### config.mk
export PLATFORM = sky130hd
export DESIGN_NAME = tcp_reassembly_range_tracker_core
export DESIGN_NICKNAME = d
export VERILOG_FILES = /design/src/design/trrt_pkg.sv /design/src/design/trrt_cell.sv /design/src/design/tcp_reassembly_range_tracker_core.sv
export SDC_FILE = /design/constraint.sdc
export NUM_CORES = 2
export LEC_CHECK = 0
export BUFFER_PORTS_ARGS = -buffer_cell sky130_fd_sc_hd__buf_4
export CAP_MARGIN = 20
export CORE_MARGIN = 3
export CORE_UTILIZATION = 34
export CTS_CLUSTER_DIAMETER = 60
export DETAILED_ROUTE_END_ITERATION = 8
export HOLD_SLACK_MARGIN = 0.08
export SLEW_MARGIN = 10
export SYNTH_ARGS = -nofsm -noshare
export SYNTH_HDL_FRONTEND = slang
export SYNTH_SLANG_ARGS = --single-unit
### constraint.sdc
create_clock -name clk_i -period 14.3 [get_ports clk_i]
set_input_delay 1.43 -clock clk_i [delete_from_list [all_inputs] [get_ports clk_i]]
set_output_delay 1.43 -clock clk_i [all_outputs]
set_load 0.05 [all_outputs]
### src/design/trrt_pkg.sv
package trrt_pkg;

  localparam int unsigned WordW = 32;

  // register byte address of chunk_length
  localparam logic [0:0] RegChunkLen = 1'b0;

  // per-cell command broadcast down the chain
  localparam logic [2:0] CMD_NONE    = 3'd0;
  localparam logic [2:0] CMD_INSERT  = 3'd1; // shift right from pos, write segment at pos
  localparam logic [2:0] CMD_SETST   = 3'd2; // set start of cell pos
  localparam logic [2:0] CMD_SETEND  = 3'd3; // set end of cell pos
  localparam logic [2:0] CMD_REMOVE  = 3'd4; // shift left from pos

  typedef struct packed {
    logic [2:0]       cmd;
    logic [WordW-1:0] val_s;
    logic [WordW-1:0] val_e;
  } trrt_cmd_t;

endpackage

### src/design/trrt_cell.sv
module trrt_cell
  import trrt_pkg::*;
#(
  parameter int unsigned IdxW = 4,
  parameter logic [IdxW-1:0] Pos = '0
) (
  input  logic             clk_i,
  input  trrt_cmd_t        cmd_i,
  input  logic [IdxW-1:0]  pos_i,
  input  logic [WordW-1:0] left_s_i,
  input  logic [WordW-1:0] left_e_i,
  input  logic [WordW-1:0] right_s_i,
  input  logic [WordW-1:0] right_e_i,
  output logic [WordW-1:0] s_o,
  output logic [WordW-1:0] e_o
);

  logic [WordW-1:0] s_q, e_q;
  logic             here, past;

  assign here = (Pos == pos_i);
  assign past = (Pos > pos_i);

  always_ff @(posedge clk_i) begin
    case (cmd_i.cmd)
      CMD_INSERT: begin
        if (here) begin
          s_q <= cmd_i.val_s;
          e_q <= cmd_i.val_e;
        end else if (past) begin
          s_q <= left_s_i;
          e_q <= left_e_i;
        end
      end
      CMD_SETST:  if (here) s_q <= cmd_i.val_s;
      CMD_SETEND: if (here) e_q <= cmd_i.val_e;
      CMD_REMOVE: begin
        if (here || past) begin
          s_q <= right_s_i;
          e_q <= right_e_i;
        end
      end
      default: ;
    endcase
  end

  assign s_o = s_q;
  assign e_o = e_q;

endmodule

### src/design/tcp_reassembly_range_tracker_core.sv
// channel | dir | handshake           | payload
// s_axis  | in  | tvalid/tready       | segment: seq_num, flow_start_seq, flow_known, payload_len
// m_axis  | out | tvalid/tready       | result: dup_bytes_added, new_data, complete, overflow
// apb     | in  | psel/penable/pready | chunk_length at address 0
//
// one segment at a time: an unknown flow gives its result at the transfer edge
// otherwise transfer cycle, walk to the deciding block, merge, end fix, done,
// in that order, stepped by the walk/merge sequencer
// reset empties the list and clears chunk_length; the range cells need no reset
// a finished result sits in the output register; the next segment is taken once
// that register is free or being drained in the same cycle
module tcp_reassembly_range_tracker_core
  import trrt_pkg::*;
#(
  parameter int unsigned MAX_RANGES = 16
) (
  input  logic        clk_i,
  input  logic        rst_ni,
  input  logic        s_axis_tvalid_i,
  output logic        s_axis_tready_o,
  // [31:0] seq_num, [63:32] flow_start_seq, [79:64] payload_len
  input  logic [79:0] s_axis_tdata_i,
  // [0] flow_known
  input  logic        s_axis_tuser_i,
  output logic        m_axis_tvalid_o,
  input  logic        m_axis_tready_i,
  // [31:0] dup_bytes_added, [32] new_data, [33] complete, [34] overflow, [39:35] zero
  output logic [39:0] m_axis_tdata_o,
  input  logic        psel,
  input  logic        penable,
  input  logic        pwrite,
  input  logic [0:0]  paddr,
  input  logic [31:0] pwdata,
  output logic [31:0] prdata,
  output logic        pready
);

  localparam int unsigned IdxW = (MAX_RANGES > 1) ? $clog2(MAX_RANGES) : 1;
  localparam int unsigned CntW = $clog2(MAX_RANGES + 1);
  localparam logic [CntW-1:0] MaxCnt = CntW'(MAX_RANGES);

  localparam logic [2:0] ST_IDLE  = 3'd0;
  localparam logic [2:0] ST_WALK  = 3'd1;
  localparam logic [2:0] ST_MERGE = 3'd2;
  localparam logic [2:0] ST_DONE  = 3'd3;
  localparam logic [2:0] ST_FIX   = 3'd4;

  // config register
  logic [30:0] chunk_len_q;
  assign pready = 1'b1;
  assign prdata = {1'b0, chunk_len_q};
  always_ff @(posedge clk_i or negedge rst_ni) begin
    if (!rst_ni) chunk_len_q <= '0;
    else if (psel && penable && pwrite && (paddr == RegChunkLen)) chunk_len_q <= pwdata[30:0];
  end

  logic [2:0]       state_q, state_d;
  logic [CntW-1:0]  cnt_q, cnt_d, idx_q, idx_d;
  logic [WordW-1:0] off_q, off_d, endp_q, endp_d, dup_q, dup_d;
  logic [15:0]      len_q, len_d;
  logic             dupl_q, dupl_d, ovf_q, ovf_d;
  logic             ov_q, ov_d;
  logic [34:0]      res_q, res_d;
  trrt_cmd_t        cmd;
  logic [IdxW-1:0]  pos;

  // range cells
  logic [WordW-1:0] cs [MAX_RANGES];
  logic [WordW-1:0] ce [MAX_RANGES];
  for (genvar g = 0; g < MAX_RANGES; g++) begin : g_cell
    trrt_cell #(.IdxW(IdxW), .Pos(IdxW'(g))) u_cell (
      .clk_i, .cmd_i(cmd), .pos_i(pos),
      .left_s_i (cs[(g == 0) ? 0 : g - 1]), .left_e_i (ce[(g == 0) ? 0 : g - 1]),
      .right_s_i(cs[(g == MAX_RANGES - 1) ? g : g + 1]),
      .right_e_i(ce[(g == MAX_RANGES - 1) ? g : g + 1]),
      .s_o(cs[g]), .e_o(ce[g])
    );
  end

  // cell at the walk index, and the cell after it for merging
  logic [IdxW-1:0]  ix, ix1;
  logic [WordW-1:0] s_cur, e_cur, s_nxt, e_nxt, e_first;
  assign ix      = idx_q[IdxW-1:0];
  assign ix1     = IdxW'(idx_q + CntW'(1));
  assign s_cur   = cs[ix];
  assign e_cur   = ce[ix];
  assign s_nxt   = cs[ix1];
  assign e_nxt   = ce[ix1];
  assign e_first = ce[0] - cs[0];

  // completion check on the list as it stands in the done cycle
  logic cmp;
  assign cmp = !dupl_q && (cnt_q != '0) && (e_first >= {1'b0, chunk_len_q});

  logic take;
  assign s_axis_tready_o = (state_q == ST_IDLE) && (!ov_q || m_axis_tready_i);
  assign take            = s_axis_tvalid_i && s_axis_tready_o;
  assign m_axis_tvalid_o = ov_q;
  assign m_axis_tdata_o  = {5'd0, res_q};

  always_comb begin
    state_d = state_q; cnt_d = cnt_q; idx_d = idx_q;
    off_d = off_q; endp_d = endp_q; dup_d = dup_q; len_d = len_q;
    dupl_d = dupl_q; ovf_d = ovf_q; res_d = res_q;
    ov_d = ov_q && !m_axis_tready_i;
    cmd = '{cmd: CMD_NONE, val_s: off_q, val_e: endp_q};
    pos = ix;
    case (state_q)
      ST_IDLE: begin
        if (take) begin
          off_d  = s_axis_tdata_i[31:0] - s_axis_tdata_i[63:32];
          endp_d = s_axis_tdata_i[31:0] - s_axis_tdata_i[63:32]
                   + {16'd0, s_axis_tdata_i[79:64]};
          len_d  = s_axis_tdata_i[79:64];
          dup_d = '0; dupl_d = 1'b0; ovf_d = 1'b0; idx_d = '0;
          if (s_axis_tuser_i) state_d = ST_WALK;
          else begin
            res_d = '0; ov_d = 1'b1;
          end
        end
      end
      ST_WALK: begin
        if (idx_q >= cnt_q) begin
          if (cnt_q >= MaxCnt) ovf_d = 1'b1;
          else begin
            cmd.cmd = CMD_INSERT; cnt_d = cnt_q + CntW'(1);
          end
          state_d = ST_DONE;
        end else if (off_q < s_cur) begin
          if (endp_q == s_cur) cmd.cmd = CMD_SETST;
          else if (endp_q < s_cur) begin
            if (cnt_q >= MaxCnt) ovf_d = 1'b1;
            else begin
              cmd.cmd = CMD_INSERT; cnt_d = cnt_q + CntW'(1);
            end
          end else begin
            cmd.cmd = CMD_SETST;
            dup_d = dup_q + {16'd0, len_q} - (s_cur - off_q);
          end
          state_d = ST_DONE;
        end else if (off_q <= e_cur) begin
          if (endp_q > e_cur) begin
            cmd.cmd = CMD_SETEND;
            dup_d = dup_q + (e_cur - off_q);
            state_d = ST_MERGE;
          end else begin
            dupl_d = 1'b1; dup_d = dup_q + {16'd0, len_q};
            state_d = ST_DONE;
          end
        end else idx_d = idx_q + CntW'(1);
      end
      ST_MERGE: begin
        // endp_q mirrors the current block's end
        if ((idx_q + CntW'(1) < cnt_q) && (s_nxt <= endp_q)) begin
          pos = ix1; cmd.cmd = CMD_REMOVE; cnt_d = cnt_q - CntW'(1);
          if (e_nxt > endp_q) begin
            dup_d = dup_q + (endp_q - s_nxt);
            endp_d = e_nxt;
            state_d = ST_FIX;
          end else dup_d = dup_q + (e_nxt - s_nxt);
        end else state_d = ST_DONE;
      end
      ST_FIX: begin
        // partly covered block: its end becomes the current block's end
        cmd.cmd = CMD_SETEND;
        state_d = ST_DONE;
      end
      ST_DONE: begin
        res_d = ovf_q ? 35'h4_0000_0000 : {1'b0, cmp, !dupl_q, dup_q};
        ov_d = 1'b1;
        state_d = ST_IDLE;
      end
      default: state_d = ST_IDLE;
    endcase
  end

  always_ff @(posedge clk_i or negedge rst_ni) begin
    if (!rst_ni) begin
      state_q <= ST_IDLE; cnt_q <= '0; ov_q <= 1'b0;
    end else begin
      state_q <= state_d; cnt_q <= cnt_d; ov_q <= ov_d;
    end
  end

  always_ff @(posedge clk_i) begin
    idx_q <= idx_d; off_q <= off_d; endp_q <= endp_d; dup_q <= dup_d;
    len_q <= len_d; dupl_q <= dupl_d; ovf_q <= ovf_d; res_q <= res_d;
  end

endmodule
Word level (Yosys, flattened, before mapping)
Cells that the tools add are included.

Multiplexer cells: 231. Bitwise logic cells: 3. Reductions and logical operators: 85. Add/sub/neg operators: 15. $lt $le $gt $ge: 28. Equality and inequality tests: 104.

Operators with widths (count): 32-bit two-way mux (142); 32-bit one-hot mux with 3 select lines (29); 32-bit binary-select mux with 4-bit select (4); 32-bit one-hot mux with 2 select lines (5); 32-bit subtractor (7); 4-bit AND reduction (30); 35-bit two-way mux (3); 32-bit adder (3); 2-bit by 1-bit inequality test with 1-bit output (second input constant) (47); 35-bit one-hot mux with 2 select lines (1); 32-bit by 16-bit adder with 32-bit output (2); 32-bit greater-than comparator (2); 32-bit <= comparator (2); 32-bit less-than comparator (2); 5-bit two-way mux (10); 3-bit by 1-bit inequality test with 1-bit output (second input constant) (15); 3-bit two-way mux (12); 32-bit == test (1); 4-bit == test (first input constant) (8); 32-bit by 31-bit >= comparator with 1-bit output (1); 4-bit greater-than comparator (first input constant) (8); 3-bit inequality test (second input constant) (7); 2-bit inequality test (second input constant) (10); 5-bit one-hot mux with 2 select lines (2); 37 further kinds (113).

Input bits: 121. Word-level logic and storage cells: 510. Bits in registers: 1218. Output and inout port bits: 75.

Depth between registers and ports, before layout
Word-level depth: 14. Gate-level depth with buffers: 27. Gate-level depth less buffers: 25.

Cells and area by module
From an unflattened synthesis, not the netlist that was laid out.

Cells, all modules: 8484. Area, all modules: 99116.3 µm².

By module, submodules not included: tcp_reassembly_range_tracker_core (times used 1, cells each 4147, area an instance 43538.0 µm², seq. area each 5625.4 µm²); trrt_cell at g_cell[2].u_cell ... (times used 2, cells each 272, area an instance 3500.9 µm², seq. area each 1921.8 µm²); trrt_cell at g_cell[13].u_cell (times used 1, cells each 271, area an instance 3568.4 µm², seq. area each 1921.8 µm²); trrt_cell at g_cell[7].u_cell (times used 1, cells each 268, area an instance 3552.2 µm², seq. area each 1921.8 µm²); trrt_cell at g_cell[10].u_cell (times used 1, cells each 273, area an instance 3510.9 µm², seq. area each 1921.8 µm²); trrt_cell at g_cell[6].u_cell (times used 1, cells each 276, area an instance 3510.9 µm², seq. area each 1921.8 µm²); trrt_cell at g_cell[1].u_cell (times used 1, cells each 306, area an instance 3509.6 µm², seq. area each 1921.8 µm²); trrt_cell at g_cell[12].u_cell (times used 1, cells each 271, area an instance 3504.6 µm², seq. area each 1921.8 µm²); trrt_cell at g_cell[9].u_cell (times used 1, cells each 271, area an instance 3498.4 µm², seq. area each 1921.8 µm²); trrt_cell at g_cell[14].u_cell (times used 1, cells each 304, area an instance 3497.1 µm², seq. area each 1921.8 µm²); trrt_cell at g_cell[3].u_cell (times used 1, cells each 273, area an instance 3497.1 µm², seq. area each 1921.8 µm²); trrt_cell at g_cell[11].u_cell (times used 1, cells each 273, area an instance 3484.6 µm², seq. area each 1921.8 µm²); trrt_cell at g_cell[5].u_cell (times used 1, cells each 271, area an instance 3482.1 µm², seq. area each 1921.8 µm²); trrt_cell at g_cell[8].u_cell (times used 1, cells each 270, area an instance 3482.1 µm², seq. area each 1921.8 µm²); +2 rows.

Worst setup path after synthesis
No wires, ideal clock.

Path type: register to register. From: register idx_q[1]. To: register g_cell[7].u_cell.s_q[0], enable pin. Setup slack: 2428 ps. Data arrival time: 11279 ps. Path buffers: 7. Data required time: 13706 ps. Cell stages (with the launch flop): 23. Setup time: 594 ps. Period minus slack after synthesis: 11872 ps. Path through: edfxtp_1 > ha_1 > buf_1 > clkbuf_1 > buf_1 > clkbuf_1 > clkbuf_1 > mux4_2 > mux4_2 > ha_1 > and4_1 > nor2b_1 > a2111oi_0 > a2111oi_0 > a211oi_1 > o221ai_2 > a21o_1 > buf_2 > nand3_1 > nand2_1 > clkbuf_1 > a21oi_1 > a2111oi_0.

Word-level cells in the longest chain between the ends: 13. Elaborated cells between the ends (all ways): 42. Classes of those cells: 1 x add/sub; 8 x order compare; 8 x eq/ne; 19 x mux; 2 x bitwise; 4 x reduce/logical.

RTL lines: start: declaration (RTL line tcp_reassembly_range_tracker_core.sv:58) `logic [CntW-1:0] cnt_q, cnt_d, idx_q, idx_d;`; start signal: assignment (RTL line tcp_reassembly_range_tracker_core.sv:186) `idx_q <= idx_d; off_q <= off_d; endp_q <= endp_d; dup_q <= dup_d;`; 5-bit by 1-bit adder with 5-bit output (*) (RTL line tcp_reassembly_range_tracker_core.sv:154) `if ((idx_q + CntW'(1) < cnt_q) && (s_nxt <= endp_q)) begin`; via ix1[1] (RTL line tcp_reassembly_range_tracker_core.sv:81) `logic [IdxW-1:0] ix, ix1;`; 4-bit NOT with 5-bit output (implied by the code) (RTL line tcp_reassembly_range_tracker_core.sv:87) `assign s_nxt = cs[ix1];`; 32-bit binary-select mux with 4-bit select (RTL line tcp_reassembly_range_tracker_core.sv:87); 32-bit two-way mux (implied by the code) (2 in a row) (RTL line tcp_reassembly_range_tracker_core.sv:87); 32-bit <= comparator (RTL line tcp_reassembly_range_tracker_core.sv:154); 1-bit logical AND (RTL line tcp_reassembly_range_tracker_core.sv:154); 4-bit two-way mux (RTL line tcp_reassembly_range_tracker_core.sv:154); 4-bit two-way mux (RTL line tcp_reassembly_range_tracker_core.sv:108) `case (state_q)`; 3-bit by 4-bit greater-than comparator with 1-bit output / 3-bit by 4-bit == test with 1-bit output (equally long branches) (RTL line trrt_cell.sv:22, trrt_cell.sv:21); 1-bit logical OR (RTL line trrt_cell.sv:38) `if (here || past) begin`; 2-bit by 1-bit inequality test with 1-bit output (no line); 4-bit AND reduction (no line) (*); end signal: assignment (RTL line trrt_cell.sv:28) `s_q <= cmd_i.val_s;`; end signal: assignment (RTL line trrt_cell.sv:31) `s_q <= left_s_i;`; end signal: assignment (RTL line trrt_cell.sv:39) `s_q <= right_s_i;`; end: declaration (RTL line trrt_cell.sv:18) `logic [WordW-1:0] s_q, e_q;`.

Mark *: on every way through the listed nets, which the timed path passes. The rest lies on a longest branch. The select of a mux whose other input is x is not followed. A chain may end at the register's enable or synchronous reset.

Worst setup path after layout
From: register idx_q[1]. To: register g_cell[7].u_cell.e_q[11], enable pin.

Word-level cells in the longest chain between the ends: 13. Elaborated cells between the ends (all ways): 42. Classes of those cells: 1 x add/sub; 8 x order compare; 8 x eq/ne; 19 x mux; 2 x bitwise; 4 x reduce/logical.

RTL lines: 5-bit by 1-bit adder with 5-bit output (*) (RTL line tcp_reassembly_range_tracker_core.sv:154); via ix1[1] (RTL line tcp_reassembly_range_tracker_core.sv:81); 4-bit NOT with 5-bit output (implied by the code) (RTL line tcp_reassembly_range_tracker_core.sv:87); 32-bit binary-select mux with 4-bit select (RTL line tcp_reassembly_range_tracker_core.sv:87); 32-bit two-way mux (implied by the code) (2 in a row) (RTL line tcp_reassembly_range_tracker_core.sv:87); 32-bit <= comparator (RTL line tcp_reassembly_range_tracker_core.sv:154); 1-bit logical AND (RTL line tcp_reassembly_range_tracker_core.sv:154); 4-bit two-way mux (RTL line tcp_reassembly_range_tracker_core.sv:154); 4-bit two-way mux (RTL line tcp_reassembly_range_tracker_core.sv:108); 3-bit by 4-bit greater-than comparator with 1-bit output / 3-bit by 4-bit == test with 1-bit output (equally long branches) (RTL line trrt_cell.sv:22, trrt_cell.sv:21); 1-bit logical OR (RTL line trrt_cell.sv:38); 2-bit by 1-bit inequality test with 1-bit output (no line); 4-bit AND reduction (no line) (*); end signal: assignment (RTL line trrt_cell.sv:29) `e_q <= cmd_i.val_e;`; end signal: assignment (RTL line trrt_cell.sv:36) `CMD_SETEND: if (here) e_q <= cmd_i.val_e;`; end signal: assignment (RTL line trrt_cell.sv:40) `e_q <= right_e_i;`; end: declaration (RTL line trrt_cell.sv:18).

Marked as above.

==> metrics.csv <==
metric;value;unit
violations;DRC;
synth_edf_count;1178;
worst_pin_slew;1220;ps
critPathMaxStageDelay;810;ps
gr-total-overflow;0;
die_width;522;µm
gr-usage-all-layers;26.2;%
fin_cells;11569;
final_nets;8642;
postCtsSetupRepairBufs;0;
crit_required;14750;ps
area_growth;12.1;%
grt_max_degree;195;
setup_slack;4230;ps
post-route-min-period;10070;ps
period_share;70.4;%
cts_sinks;1218;
post_cts_resized;0;
setup_viol_count_final;0;
timing.hold.worst_path_depth;1;
critPathMaxFanout;104;
worstPathCellList;buf_12 > ha_4 > buf_4 > mux4_2 > mux4_2 > ha_1 > and4_1 > nor2b_1 > a2111oi_0 > a2111oi_0 > a211oi_1 > o221ai_2 > a21o_2 > buf_4 > nand3_1 > nand2_1 > a31oi_1 > a211oi_4 > buf_4;
clk_transition_reported_paths;60;ps
drtAntennaViolNets;0;
worst_r2r_endpoint;g_cell[7].u_cell.e_o[11];
synth_area_leaders;sky130_fd_sc_hd__edfxtp_1 39%, sky130_fd_sc_hd__mux4_2 16%, sky130_fd_sc_hd__ha_1 6.3%;
maxCapViolations;0;
dominant_synthesized_flop_cell;sky130_fd_sc_hd__edfxtp_1;
relSlewSlack;18.6;%
global_route.peak_usage_layer;met2;
drt-initial-drc-count;14555;
critical_path_depth;19;
rsz_0062_raised_after_global_routing;no;
dp_cells;11280;
post-synth-top-area-fraction;39.1;%
clkLatencyLatePin;870;ps
vias_in_the_first_global_route;71616;
reg2regPathDepth;19;
post-synth-top-count-cell;sky130_fd_sc_hd__edfxtp_1;
final_max_slew_viol_count;0;
worst_setup_path_end_kind;flop;
dp_worst_setup_slack;4340;ps
detailedRoute.firstPassIterationCount;9;
crit_path_top_delay_cell;sky130_fd_sc_hd__ha_4;
synth.top_cells.by_count;1178 x sky130_fd_sc_hd__edfxtp_1, 980 x sky130_fd_sc_hd__inv_1, 885 x sky130_fd_sc_hd__nand2_1;
cts_tree;built;
outcome;finished, violations left;
numPortBuffers;187;
dieArea;273000;µm²
skew;80.8;ps
grt_use_met2;38.4;%
cp.arrival;10530;ps
antenna_violations_before_repair;18;
via_count;75102;
synth_area_per_cell;11.3;µm²
ys_async_rst_share;3.28;%
core_footprint;264000;µm²
drc;42;
critPathTopFamily;compound AO/OA/AOI/OAI gates;
rows;188;
synth-seq-cells;1218;
met1_use_gr;34.2;%
fp.dieH;522;µm
hold_slack;535;ps
place.gp.congestion;0.957;
layout-drive-gt1-share;17.9;%
hold_path_end;chunk_len_q[1];
cts_root_buf;sky130_fd_sc_hd__clkbuf_16;
wire_length_of_the_first_global_routing_pass;520;mm
hold_wc_startpoint;chunk_len_q[1];
tritoncts_buffer_count;164;
floorplan.initialDensity;34.3;%
netlist_instances;7989;
met3_track_usage_gr;7.68;%
tns;0;ps
synthesis.area;90500;µm²
part_of_the_yosys_area_used_for_sequential_elements;40.2;%
number_of_endpoints_with_negative_hold_slack_in_the_final_report;0;
worst_setup_path_category;flop to flop;
reg2reg_setup_slack;4230;ps
cp_common_cell;sky130_fd_sc_hd__buf_4;
synth_largest_area_cell;sky130_fd_sc_hd__edfxtp_1;
cts_max_path_buffers;4;
holdCritPathClass;flop to flop;
via_per_inst;6.49;
maxClockFrequency;0.0993;GHz
worst_setup_path_start_kind;flop;
startpoint_of_the_worst_slack_reg_to_reg_timing_path;idx_q[1];
route.detailed.wl_per_inst;32.0;µm
number_of_ports_placed_on_the_die_boundary;196;
yosys_warnings;0;
hold_buffers;0;
totalWireLength;370;mm
path_buf_inv;4;
detailed_place_hpwl;240;mm
h-tree-depth;4;
synth.distinct_cells;98;
[worst register-to-register path, cell delays in order (launching register included)]
cell and delay, ps:
sky130_fd_sc_hd__edfxtp_1 370, sky130_fd_sc_hd__buf_12 580, sky130_fd_sc_hd__ha_4 910, sky130_fd_sc_hd__buf_4 870, sky130_fd_sc_hd__mux4_2 650, sky130_fd_sc_hd__mux4_2 710
sky130_fd_sc_hd__ha_1 390, sky130_fd_sc_hd__and4_1 220, sky130_fd_sc_hd__nor2b_1 170, sky130_fd_sc_hd__a2111oi_0 80, sky130_fd_sc_hd__a2111oi_0 750, sky130_fd_sc_hd__a211oi_1 130
sky130_fd_sc_hd__o221ai_2 390, sky130_fd_sc_hd__a21o_2 450, sky130_fd_sc_hd__buf_4 620, sky130_fd_sc_hd__nand3_1 170, sky130_fd_sc_hd__nand2_1 590, sky130_fd_sc_hd__a31oi_1 280
sky130_fd_sc_hd__a211oi_4 710, sky130_fd_sc_hd__buf_4 610
[state kept, by name, summed over array words and instances (netlist names), 16 cells and up]
| signal | flops |
|---|---|
| g_cell.u_cell.e_o | 512 |
| g_cell.u_cell.s_o | 512 |
| res_q | 35 |
| dup_q | 32 |
| endp_q | 32 |
| off_q | 32 |
| chunk_len_q | 31 |
| len_q | 16 |
[cell families after synthesis]
group                    after synthesis  share of synthesized area (%)
adder cells (fa/ha/maj)              587                           9.18
XOR/XNOR                             242                           2.34
flip-flops                          1218                           40.2
buffers and inverters               1583                           6.72
AND/OR/NAND/NOR                     1743                           8.48
other                                  2                        0.00829
AO/OA/AOI/OAI                       1886                           16.2
multiplexers                         728                           16.9
[layer usage]
metal	up-vias	part of all wire (%)
met4	10	7.0
met5	-	0.019
li1	30863	-
met2	6054	43
met1	37120	36
met3	1055	14
[how the worst max path moves through the flow]
stage	from	to
3_5_place_dp	idx_q[1]	g_cell[7].u_cell.e_o[9]
4_1_cts	idx_q[1]	g_cell[7].u_cell.e_o[9]
5_1_grt	idx_q[1]	g_cell[7].u_cell.e_o[11]
2_1_floorplan	idx_q[1]	g_cell[7].u_cell.s_o[0]
3_3_place_gp	idx_q[1]	g_cell[7].u_cell.e_o[0]
6_report	idx_q[1]	g_cell[7].u_cell.e_o[11]
[through the flow]
step,util [%],instance area [µm²]
floorplan,-,90600
global placement,36.5,96300
detailed placement,36.5,96400
CTS,38.5,101000
global route,38.5,102000
finish,38.5,102000
[layout make-up]
cell class | instances | area, µm²
diodes | 5 | 12.5
clock buffers | 202 | 4290
inverters | 982 | 3690
repair buffers | 375 | 2940
multi-input cells | 5193 | 49000
fillers | 25113 | 162000
clock inverters | 79 | 826
flip-flops and latches | 1218 | 36400
well taps | 3515 | 4400
[layout by cell type, fill, tap and decap left out, types with 166 or more instances in the layout]
| cell | instances |
|---|---|
| sky130_fd_sc_hd__edfxtp_1 | 1178 |
| sky130_fd_sc_hd__inv_1 | 978 |
| sky130_fd_sc_hd__nand2_1 | 882 |
| sky130_fd_sc_hd__mux4_2 | 632 |
| sky130_fd_sc_hd__a222oi_1 | 482 |
| sky130_fd_sc_hd__ha_1 | 457 |
| sky130_fd_sc_hd__buf_4 | 364 |
| sky130_fd_sc_hd__nor2_1 | 340 |
| sky130_fd_sc_hd__a21oi_1 | 266 |
| sky130_fd_sc_hd__o21ai_0 | 230 |
| sky130_fd_sc_hd__a22oi_1 | 226 |
| sky130_fd_sc_hd__a21o_1 | 175 |
| sky130_fd_sc_hd__xnor2_1 | 171 |
| sky130_fd_sc_hd__clkbuf_16 | 166 |
Power is left out: the tool's default activity adds up to more than one toggle a clock period on the data nets, which glitch-free logic cannot reach.
